--- src/design/tih_pkg.sv ---
// ----------------------------------------------------------------------------
// TCP ISN HMAC package
// Shared constants, types and SHA-256 helpers for the ISN generator.
// ----------------------------------------------------------------------------
`default_nettype none
package tih_pkg;

   localparam int TICKS_PER_QUANTUM_DEF = 4;

   localparam logic [1:0] REQ_TICK    = 2'd0;
   localparam logic [1:0] REQ_GEN     = 2'd1;
   localparam logic [1:0] REQ_READ    = 2'd2;
   localparam logic [1:0] REQ_RESTORE = 2'd3;

   localparam logic [7:0] FAMILY_V4 = 8'd4;
   localparam logic [7:0] FAMILY_V6 = 8'd6;

   // block loaded into the compression unit
   localparam logic [1:0] BLK_IKEY = 2'd0;
   localparam logic [1:0] BLK_MSG  = 2'd1;
   localparam logic [1:0] BLK_OKEY = 2'd2;
   localparam logic [1:0] BLK_OUT  = 2'd3;

   typedef struct packed {
      logic       load;       // load schedule from block, chain from IV or chain
      logic       from_iv;
      logic [1:0] blk_sel;
      logic       round;      // run one round
      logic       fold;       // add round vars into chain
      logic       save_inner; // keep inner digest
   } dp_cmd_type;

   typedef struct packed {
      logic last_round;
   } dp_sts_type;

   localparam logic [255:0] INIT_H = {
      32'h6a09e667, 32'hbb67ae85, 32'h3c6ef372, 32'ha54ff53a,
      32'h510e527f, 32'h9b05688c, 32'h1f83d9ab, 32'h5be0cd19};

   function automatic logic [31:0] round_k(input logic [5:0] t);
      logic [31:0] k;
      case (t)
         6'd0: k = 32'h428a2f98;  6'd1: k = 32'h71374491;
         6'd2: k = 32'hb5c0fbcf;  6'd3: k = 32'he9b5dba5;
         6'd4: k = 32'h3956c25b;  6'd5: k = 32'h59f111f1;
         6'd6: k = 32'h923f82a4;  6'd7: k = 32'hab1c5ed5;
         6'd8: k = 32'hd807aa98;  6'd9: k = 32'h12835b01;
         6'd10: k = 32'h243185be; 6'd11: k = 32'h550c7dc3;
         6'd12: k = 32'h72be5d74; 6'd13: k = 32'h80deb1fe;
         6'd14: k = 32'h9bdc06a7; 6'd15: k = 32'hc19bf174;
         6'd16: k = 32'he49b69c1; 6'd17: k = 32'hefbe4786;
         6'd18: k = 32'h0fc19dc6; 6'd19: k = 32'h240ca1cc;
         6'd20: k = 32'h2de92c6f; 6'd21: k = 32'h4a7484aa;
         6'd22: k = 32'h5cb0a9dc; 6'd23: k = 32'h76f988da;
         6'd24: k = 32'h983e5152; 6'd25: k = 32'ha831c66d;
         6'd26: k = 32'hb00327c8; 6'd27: k = 32'hbf597fc7;
         6'd28: k = 32'hc6e00bf3; 6'd29: k = 32'hd5a79147;
         6'd30: k = 32'h06ca6351; 6'd31: k = 32'h14292967;
         6'd32: k = 32'h27b70a85; 6'd33: k = 32'h2e1b2138;
         6'd34: k = 32'h4d2c6dfc; 6'd35: k = 32'h53380d13;
         6'd36: k = 32'h650a7354; 6'd37: k = 32'h766a0abb;
         6'd38: k = 32'h81c2c92e; 6'd39: k = 32'h92722c85;
         6'd40: k = 32'ha2bfe8a1; 6'd41: k = 32'ha81a664b;
         6'd42: k = 32'hc24b8b70; 6'd43: k = 32'hc76c51a3;
         6'd44: k = 32'hd192e819; 6'd45: k = 32'hd6990624;
         6'd46: k = 32'hf40e3585; 6'd47: k = 32'h106aa070;
         6'd48: k = 32'h19a4c116; 6'd49: k = 32'h1e376c08;
         6'd50: k = 32'h2748774c; 6'd51: k = 32'h34b0bcb5;
         6'd52: k = 32'h391c0cb3; 6'd53: k = 32'h4ed8aa4a;
         6'd54: k = 32'h5b9cca4f; 6'd55: k = 32'h682e6ff3;
         6'd56: k = 32'h748f82ee; 6'd57: k = 32'h78a5636f;
         6'd58: k = 32'h84c87814; 6'd59: k = 32'h8cc70208;
         6'd60: k = 32'h90befffa; 6'd61: k = 32'ha4506ceb;
         6'd62: k = 32'hbef9a3f7; 6'd63: k = 32'hc67178f2;
         default: k = 32'h0;
      endcase
      return k;
   endfunction

   function automatic logic [31:0] rotr(input logic [31:0] x, input int n);
      return (x >> n) | (x << (32 - n));
   endfunction

endpackage
`default_nettype wire

--- src/design/tcp_isn_hmac_generator.sv ---
// ----------------------------------------------------------------------------
// TCP ISN HMAC generator
// ISN = quantum clock + first digest word of HMAC-SHA-256 over the tuple.
// ----------------------------------------------------------------------------
// Tick, read and restore items need no compression. A generate item runs
// four SHA-256 compressions (inner key, message, outer key, inner digest) on
// one shared round unit at one round per cycle. One item is in work at a
// time; the next is taken once the result register has been emptied.
`default_nettype none
module tcp_isn_hmac_generator
   import tih_pkg::*;
#(
   parameter int TICKS_PER_QUANTUM = TICKS_PER_QUANTUM_DEF
)(
   input  wire logic         clock,
   input  wire logic         reset,
   input  wire logic         req_tvalid,
   output logic              req_tready,
   // tdata: is_ipv6[0], local_addr_hi[64:1], local_addr_lo[128:65],
   //        lcl_port[144:129], remote_addr_hi[208:145],
   //        remote_addr_lo[272:209], rmt_port[288:273],
   //        restore_quanta[320:289], zero pad to 328
   input  wire logic [327:0] req_tdata,
   // tuser: req_type[1:0]
   input  wire logic [1:0]   req_tuser,
   output logic              rsp_tvalid,
   input  wire logic         rsp_tready,
   // tdata: isn[31:0], cur_quanta[63:32], secret_valid[64],
   //        restore_ok[65], zero pad to 72
   output logic [71:0]       rsp_tdata,
   input  wire logic         csr_psel,
   input  wire logic         csr_penable,
   input  wire logic         csr_pwrite,
   input  wire logic [4:0]   csr_paddr,
   input  wire logic [63:0]  csr_pwdata,
   output logic [63:0]       csr_prdata,
   output logic              csr_pready
);

   localparam int PW = (TICKS_PER_QUANTUM > 1) ? $clog2(TICKS_PER_QUANTUM) : 1;

   logic [63:0]   secret_ff [4];
   logic [PW-1:0] phase_ff;
   logic [31:0]   quanta_ff;
   logic          rsp_valid_ff;
   logic [71:0]   rsp_data_ff;
   logic          gen_pend_ff;
   logic [511:0]  msg_ff;

   logic          accept, secret_nz, start, busy, done;
   dp_cmd_type    cmd;
   dp_sts_type    sts;
   logic [31:0]   digest;
   logic [511:0]  msg_in;
   logic [1:0]    rq;

   assign csr_pready = 1'b1;
   assign csr_prdata = secret_ff[csr_paddr[4:3]];
   assign secret_nz  = |{secret_ff[0], secret_ff[1], secret_ff[2], secret_ff[3]};

   assign rq         = req_tuser;
   assign req_tready = !rsp_valid_ff && !busy && !gen_pend_ff;
   assign accept     = req_tvalid && req_tready;
   assign start      = gen_pend_ff && !busy;

   // message block with padding; total length is 64 key bytes + message
   always_comb begin
      if (req_tdata[0]) begin
         msg_in = {FAMILY_V6, req_tdata[64:1], req_tdata[128:65], req_tdata[144:129],
                   req_tdata[208:145], req_tdata[272:209], req_tdata[288:273],
                   8'h80, 144'd0, 64'd808};
      end else begin
         msg_in = {FAMILY_V4, req_tdata[96:65], req_tdata[144:129],
                   req_tdata[240:209], req_tdata[288:273],
                   8'h80, 336'd0, 64'd616};
      end
   end

   always_ff @(posedge clock) begin
      if (reset) begin
         for (int i = 0; i < 4; i++) secret_ff[i] <= '0;
         phase_ff     <= '0;
         quanta_ff    <= '0;
         rsp_valid_ff <= 1'b0;
         gen_pend_ff  <= 1'b0;
      end else begin
         if (csr_psel && csr_penable && csr_pwrite && csr_pready) begin
            secret_ff[csr_paddr[4:3]] <= csr_pwdata;
         end
         if (rsp_valid_ff && rsp_tready) rsp_valid_ff <= 1'b0;
         if (start) gen_pend_ff <= 1'b0;
         if (done) begin
            rsp_valid_ff      <= 1'b1;
            rsp_data_ff[31:0] <= quanta_ff + digest;
         end
         if (accept) begin
            rsp_data_ff[64]    <= secret_nz;
            rsp_data_ff[71:66] <= '0;
            case (rq)
               REQ_TICK: begin
                  rsp_valid_ff       <= 1'b1;
                  rsp_data_ff[31:0]  <= '0;
                  rsp_data_ff[65]    <= 1'b0;
                  if (phase_ff == PW'(TICKS_PER_QUANTUM - 1)) begin
                     phase_ff              <= '0;
                     quanta_ff             <= quanta_ff + 32'd1;
                     rsp_data_ff[63:32]    <= quanta_ff + 32'd1;
                  end else begin
                     phase_ff              <= phase_ff + PW'(1);
                     rsp_data_ff[63:32]    <= quanta_ff;
                  end
               end
               REQ_GEN: begin
                  gen_pend_ff        <= 1'b1;
                  msg_ff             <= msg_in;
                  rsp_data_ff[63:32] <= quanta_ff;
                  rsp_data_ff[65]    <= 1'b0;
               end
               REQ_READ: begin
                  rsp_valid_ff       <= 1'b1;
                  rsp_data_ff[31:0]  <= '0;
                  rsp_data_ff[63:32] <= quanta_ff;
                  rsp_data_ff[65]    <= 1'b0;
               end
               REQ_RESTORE: begin
                  rsp_valid_ff      <= 1'b1;
                  rsp_data_ff[31:0] <= '0;
                  rsp_data_ff[65]   <= secret_nz;
                  if (secret_nz) begin
                     quanta_ff          <= req_tdata[320:289];
                     phase_ff           <= '0;
                     rsp_data_ff[63:32] <= req_tdata[320:289];
                  end else begin
                     rsp_data_ff[63:32] <= quanta_ff;
                  end
               end
               default: rsp_valid_ff <= 1'b1;
            endcase
         end
      end
   end

   assign rsp_tvalid = rsp_valid_ff;
   assign rsp_tdata  = rsp_data_ff;

   tih_controller u_ctrl (
      .clock (clock),
      .reset (reset),
      .start (start),
      .sts   (sts),
      .cmd   (cmd),
      .busy  (busy),
      .done  (done)
   );

   tih_datapath u_dp (
      .clock       (clock),
      .reset       (reset),
      .cmd         (cmd),
      .key         ({secret_ff[0], secret_ff[1], secret_ff[2], secret_ff[3]}),
      .msg_block   (msg_ff),
      .sts         (sts),
      .digest_word (digest)
   );

endmodule
`default_nettype wire

--- src/design/tih_datapath.sv ---
// ----------------------------------------------------------------------------
// TCP ISN HMAC datapath
// SHA-256 compression unit, one round per cycle, with HMAC block assembly.
// ----------------------------------------------------------------------------
`default_nettype none
module tih_datapath
   import tih_pkg::*;
(
   input  wire logic         clock,
   input  wire logic         reset,
   input  wire dp_cmd_type   cmd,
   input  wire logic [255:0] key,
   input  wire logic [511:0] msg_block,
   output dp_sts_type        sts,
   output logic [31:0]       digest_word
);

   logic [255:0] chain_ff, chain_in;
   logic [255:0] vars_ff, vars_in;
   logic [511:0] sched_ff, sched_in;
   logic [255:0] inner_ff;
   logic [5:0]   round_ff, round_in;

   logic [511:0] ipad_blk, opad_blk, out_blk, sel_blk;
   logic [31:0]  w, a, b, c, d, e, f, g, h, t1, t2;
   logic [31:0]  wm2, wm7, wm15, wm16, s0, s1, wnew;

   assign ipad_blk = {key ^ {32{8'h36}}, {32{8'h36}}};
   assign opad_blk = {key ^ {32{8'h5c}}, {32{8'h5c}}};
   assign out_blk  = {inner_ff, 8'h80, 184'd0, 64'd768};

   always_comb begin
      case (cmd.blk_sel)
         BLK_IKEY: sel_blk = ipad_blk;
         BLK_MSG:  sel_blk = msg_block;
         BLK_OKEY: sel_blk = opad_blk;
         BLK_OUT:  sel_blk = out_blk;
         default:  sel_blk = msg_block;
      endcase
   end

   // schedule window: word 0 (top) is the current word
   always_comb begin
      w    = sched_ff[511:480];
      wm16 = sched_ff[511:480];
      wm15 = sched_ff[479:448];
      wm7  = sched_ff[223:192];
      wm2  = sched_ff[63:32];
      s0   = rotr(wm15, 7) ^ rotr(wm15, 18) ^ (wm15 >> 3);
      s1   = rotr(wm2, 17) ^ rotr(wm2, 19) ^ (wm2 >> 10);
      wnew = s1 + wm7 + s0 + wm16;
      {a, b, c, d, e, f, g, h} = vars_ff;
      t1 = h + (rotr(e, 6) ^ rotr(e, 11) ^ rotr(e, 25)) + ((e & f) ^ (~e & g))
           + round_k(round_ff) + w;
      t2 = (rotr(a, 2) ^ rotr(a, 13) ^ rotr(a, 22)) + ((a & b) ^ (a & c) ^ (b & c));
   end

   always_comb begin
      chain_in = chain_ff;
      vars_in  = vars_ff;
      sched_in = sched_ff;
      round_in = round_ff;
      if (cmd.load) begin
         chain_in = cmd.from_iv ? INIT_H : chain_ff;
         vars_in  = chain_in;
         sched_in = sel_blk;
         round_in = 6'd0;
      end else if (cmd.round) begin
         vars_in  = {t1 + t2, a, b, c, d + t1, e, f, g};
         sched_in = {sched_ff[479:0], wnew};
         round_in = round_ff + 6'd1;
      end else if (cmd.fold) begin
         for (int i = 0; i < 8; i++) begin
            chain_in[32*i +: 32] = chain_ff[32*i +: 32] + vars_ff[32*i +: 32];
         end
      end
   end

   always_ff @(posedge clock) begin
      if (reset) begin
         round_ff <= 6'd0;
      end else begin
         round_ff <= round_in;
      end
      chain_ff <= chain_in;
      vars_ff  <= vars_in;
      sched_ff <= sched_in;
      if (cmd.save_inner) begin
         inner_ff <= chain_ff;
      end
   end

   assign sts.last_round = (round_ff == 6'd63);
   assign digest_word    = chain_ff[255:224];

endmodule
`default_nettype wire

--- src/design/tih_controller.sv ---
// ----------------------------------------------------------------------------
// TCP ISN HMAC controller
// Sequences the four compressions of one HMAC and the item handshake.
// ----------------------------------------------------------------------------
`default_nettype none
module tih_controller
   import tih_pkg::*;
(
   input  wire logic  clock,
   input  wire logic  reset,
   input  wire logic  start,
   input  dp_sts_type sts,
   output dp_cmd_type cmd,
   output logic       busy,
   output logic       done
);

   typedef enum logic [2:0] {
      ST_IDLE, ST_LOAD, ST_ROUND, ST_FOLD, ST_DONE
   } state_type;

   state_type  state_ff;
   logic [1:0] blk_ff;

   always_comb begin
      cmd            = '0;
      cmd.blk_sel    = blk_ff;
      cmd.load       = (state_ff == ST_LOAD);
      cmd.from_iv    = (blk_ff == BLK_IKEY) || (blk_ff == BLK_OKEY);
      cmd.round      = (state_ff == ST_ROUND);
      cmd.fold       = (state_ff == ST_FOLD);
      cmd.save_inner = (state_ff == ST_LOAD) && (blk_ff == BLK_OKEY);
   end

   assign busy = (state_ff != ST_IDLE);
   assign done = (state_ff == ST_DONE);

   always_ff @(posedge clock) begin
      if (reset) begin
         state_ff <= ST_IDLE;
         blk_ff   <= BLK_IKEY;
      end else begin
         case (state_ff)
            ST_IDLE: begin
               if (start) begin
                  state_ff <= ST_LOAD;
                  blk_ff   <= BLK_IKEY;
               end
            end
            ST_LOAD:  state_ff <= ST_ROUND;
            ST_ROUND: begin
               if (sts.last_round) state_ff <= ST_FOLD;
            end
            ST_FOLD: begin
               if (blk_ff == BLK_OUT) begin
                  state_ff <= ST_DONE;
               end else begin
                  blk_ff   <= blk_ff + 2'd1;
                  state_ff <= ST_LOAD;
               end
            end
            ST_DONE:  state_ff <= ST_IDLE;
            default:  state_ff <= ST_IDLE;
         endcase
      end
   end

endmodule
`default_nettype wire
--- config.mk ---
export PLATFORM = sky130hd
export DESIGN_NAME = tcp_isn_hmac_generator
export DESIGN_NICKNAME = d
export VERILOG_FILES = /design/src/design/tih_pkg.sv /design/src/design/tcp_isn_hmac_generator.sv /design/src/design/tih_datapath.sv /design/src/design/tih_controller.sv
export SDC_FILE = /design/constraint.sdc
export NUM_CORES = 2
export LEC_CHECK = 0
export ABC_AREA = 1
export BUFFER_PORTS_ARGS = -buffer_cell sky130_fd_sc_hd__buf_4
export CAP_MARGIN = 20
export CORE_MARGIN = 10
export CORE_UTILIZATION = 44
export CTS_CLUSTER_DIAMETER = 100
export DETAILED_ROUTE_END_ITERATION = 10
export SYNTH_ARGS = -nofsm -noshare
export SYNTH_HDL_FRONTEND = slang
export SYNTH_SLANG_ARGS = --single-unit
--- constraint.sdc ---
create_clock -name clock -period 35.3 [get_ports clock]
set_clock_uncertainty 0.15 [all_clocks]
set_input_delay 0 -clock clock [delete_from_list [all_inputs] [get_ports clock]]
set_output_delay 0 -clock clock [all_outputs]
set_load 0.01 [all_outputs]
==> flow_results.org <==
** Floorplanning
- The die covers 290000 sq um.
- After floorplanning, the core was divided into 190 placement rows.
- Pin placement for this block handled 545 I/O pins.
- Height of the chip :: 538.5 microns
- The floorplan step set the die width to 538.5 microns.
- The region available for standard cell placement spans 267700 sq um.
- For this configuration, the core starts out at a cell density of 44.19%.

** Flow run
- Maxcap violations :: 0

** Synthesis
- Number of enable-type register cells in the synthesized netlist :: 1892
- After synthesis the cells add up to 118300 sq um.
- Mean cell area of the mapped netlist :: 8.784 sq um
- After synthesis the netlist holds a flip-flop and latch count of 1971.
- Synth warn :: 0
- Cells after synthesis :: 13470
- The share of the Yosys chip area taken by registers is 49.37%.
- After synthesis, the share of flip-flops with an asynchronous set or reset is 0%.
- Most common flop cell mapped by yosys :: sky130_fd_sc_hd__edfxtp_1
- Synthesis instantiated 64 different standard cells from the library.

** Clocking
- Number of gates resized after cts :: 0
- After clock tree synthesis, the clock-pin slew on the worst setup and hold paths is 0.06 ns.
- TritonCTS built the clock tree.
- Number of buffers inserted during clock tree synthesis :: 228
- Hold repair after CTS inserted 898 buffers.
- The tree is rooted in a sky130_fd_sc_hd__clkbuf_16.
- Number of sinks driven by the clock tree :: 1971
- Deepest level of the CTS H-tree :: 4
- Setup Buffers After CTS :: 0
- Buffers from clock root to sink, at most :: 4
- Clock latency on the worst-skew pair, taken at its later pin, is 0.99 ns.

** Layout
- Top library cells by usage in the layout, fill and taps aside :: sky130_fd_sc_hd__nand2_1 (3087), sky130_fd_sc_hd__edfxtp_1 (1892), sky130_fd_sc_hd__inv_1 (1579), sky130_fd_sc_hd__o21ai_0 (1127), sky130_fd_sc_hd__nor2_1 (1087)
- Share of final-layout standard cells stronger than drive strength 1 :: 7.354%
- Summing all flip-flop and latch instances after layout gives 58400 sq um.
- Layout Nets :: 15690
- Non-filler cells in the finished layout :: 18430
- The finished cells cover 142000 sq um.
- Summing all multi-input logic gate instances after layout gives 51690 sq um.
- Most common cell after layout, fill and taps aside :: sky130_fd_sc_hd__nand2_1
- Relative area change from synthesis to final layout :: 20.07%
- After filler insertion, the fill cell instance count of the layout stands at 24880.

** Timing
- Slew of the pin with the lowest slew margin :: 1.255 ns
- The number of failing hold endpoints at the final stage was 0.
- Setup violations remaining at the end of the flow were counted as 0.
- Peak clock frequency supported by timing :: 118.2 MHz
- Final period demand of the worst path :: 8.461 ns
- On the final layout, the worst hold slack is 0.1483 ns.
- Share of the clock period used by the worst path after layout :: 23.97%
- Unrepaired setup endpoints after global routing :: false
- In this run the tightest slew margin relative to its limit is 16.34%.
- The number of slew-limit violations in the final report is 0.
- Sum of negative setup slack :: 0 ns

** Critical path
- Slowest-stage cell, CP :: sky130_fd_sc_hd__xor2_1
- By instance count, the cell type seen most on the critical path is sky130_fd_sc_hd__nand2_1.
- Buffers and inverters on the worst path :: 5
- Startpoint class of the critical path :: flop
- For the worst setup path, the data required time is 35.81 ns.
- Maximum single-stage delay on the critical path :: 0.95 ns
- The setup path with the least slack is of type reg -> reg.
- Crit Path Max Fanout :: 9
- Arrival time at the worst endpoint :: 8.97 ns
- CP delay by family, top :: adder cells
- The worst setup path is captured at a flop.

** Placed design
- Once detailed placement completed, the half-perimeter wirelength came to 441000 microns.
- Once placement finished, the instance area stood at 125600 sq um.
- The congestion estimate from routability-driven global placement came to 1.042.
- Placed cell count :: 17080
- The count of buffers added on input and output ports is 527.

** Global routing
- Entering global routing, the biggest net connects 190 pins.
- The number of antenna violations at the first check in global routing was 58.
- Vias in the first global route :: 102400
- Global routing used 38.43% of the available tracks.
- First-pass GRT wire length :: 799400 microns
- Overflow left after global routing :: 0

** Routing
- DRC errors left :: 0
- Detail Route Antenna Nets :: 0
- Wires add up to 585100 microns.
- The pre-antenna-repair detailed-routing pass consisted of 7 iterations.
- Via density per instance :: 6.000
- Number of vias after detailed routing :: 110600
- After the first detailed-routing iteration, the DRC count stood at 16380.
- In the final routed layout, each cell accounts on average for 31.74 microns.

** Worst hold path
- Worst hold path type :: in -> reg

** Run status
- The flow ran to the end, and the final reports show no timing, DRC or antenna violations.
## cell families (layout without fill, tap and decap cells)
family	count (synthesis)	in the layout	share of synthesized area [%]
xor+xnor	382	382	2.835
other cells	2	38	0.006349
mux	1	1	0.008462
fa+ha+maj	627	627	7.876
simple gates	5208	5208	17.86
buf+inv	2193	3570	7.089
flops	1971	1971	49.37
compound gates	3083	3083	14.97
## through the flow
step	setup WS [ns]	util (%)
after floorplan	9.355	-
after global placement	27.14	46.91
after detailed placement	27.13	46.91
after CTS	27.13	53.03
after global routing	26.80	53.04
final	26.84	53.06
## routing by layer
| metal | part of all wire, % | vias up | wire [microns] | track usage [%] |
|---|---|---|---|---|
| li1 | - | 48380 | - | - |
| met1 | 38 | 53740 | 223000 | 50.37 |
| met2 | 41 | 7114 | 240800 | 55.42 |
| met3 | 13 | 1329 | 75140 | 11.82 |
| met4 | 7.9 | 26 | 45970 | 23.76 |
| met5 | 0.028 | - | 164 | 0 |
## path summary, 6_finish.rpt
path	startpoint	end	slack [ns]	cells after the start
max	u_dp.vars_ff[120]	u_dp.vars_ff[255]	26.84	30
min	req_tdata[0]	msg_ff[249]	0.15	4
max reg2reg	u_dp.vars_ff[120]	u_dp.vars_ff[255]	26.84	30
min reg2reg	u_dp.sched_ff[15]	u_dp.sched_ff[47]	0.28	2
## worst min-delay path, stage by stage
cell                            delay (ns)
sky130_fd_sc_hd__dlygate4sd3_1        0.60
sky130_fd_sc_hd__buf_8                0.27
sky130_fd_sc_hd__nand2_1              0.14
sky130_fd_sc_hd__inv_1                0.04
## final cells by class
type / instances / share of cell area [%]
Timing Repair Buffer: 1544 / 9.845
Inverter: 1607 / 4.263
Tap cell: 3552 / 3.129
Sequential cell: 1971 / 41.11
Clock inverter: 148 / 1.006
Clock buffer: 271 / 4.197
Multi-Input combinational cell: 9308 / 36.39
Antenna cell: 31 / 0.05461
## registers in the layout, summed over array words and instances, names as in the netlist, 2 cells and up, named ones only
| name | count |
|---|---|
| u_ctrl.state_ff | 3 |
| u_dp.inner_ff | 256 |
| u_dp.sched_ff | 512 |
| u_dp.vars_ff | 256 |
| phase_ff | 2 |
| u_dp.chain_ff | 256 |
| msg_ff | 290 |
| secret_ff | 256 |
| u_ctrl.blk_ff | 2 |
| rsp_tdata | 66 |
| u_dp.round_ff | 6 |
| quanta_ff | 32 |
## cells in the mapped netlist, types with 31 or more instances
master	instances	area, sq um
sky130_fd_sc_hd__nand2_1	3094	11610
sky130_fd_sc_hd__edfxtp_1	1892	56810
sky130_fd_sc_hd__inv_1	1587	5957
sky130_fd_sc_hd__o21ai_0	1128	5645
sky130_fd_sc_hd__nor2_1	1094	4106
sky130_fd_sc_hd__a21oi_1	1067	5340
sky130_fd_sc_hd__nand3_1	685	3428
sky130_fd_sc_hd__clkbuf_1	483	1813
sky130_fd_sc_hd__ha_1	431	5393
sky130_fd_sc_hd__o211ai_1	232	1742
sky130_fd_sc_hd__xor2_1	197	1725
sky130_fd_sc_hd__fa_1	196	3924
sky130_fd_sc_hd__xnor2_1	184	1612
sky130_fd_sc_hd__nor3_1	145	725.7
sky130_fd_sc_hd__a2bb2oi_1	127	1112
sky130_fd_sc_hd__dfxtp_1	79	1582
sky130_fd_sc_hd__nand4_1	78	488.0
sky130_fd_sc_hd__a22oi_1	73	548.0
sky130_fd_sc_hd__a21o_1	72	540.5
sky130_fd_sc_hd__a31oi_1	62	387.9
sky130_fd_sc_hd__buf_2	60	300.3
sky130_fd_sc_hd__o21a_1	60	450.4
sky130_fd_sc_hd__o22ai_1	51	319.1
sky130_fd_sc_hd__o21ai_1	35	175.2
sky130_fd_sc_hd__o31ai_1	31	232.7
Power is not shown: default switching activity piles up to over one toggle a cycle in this logic, so the estimate is an artifact.
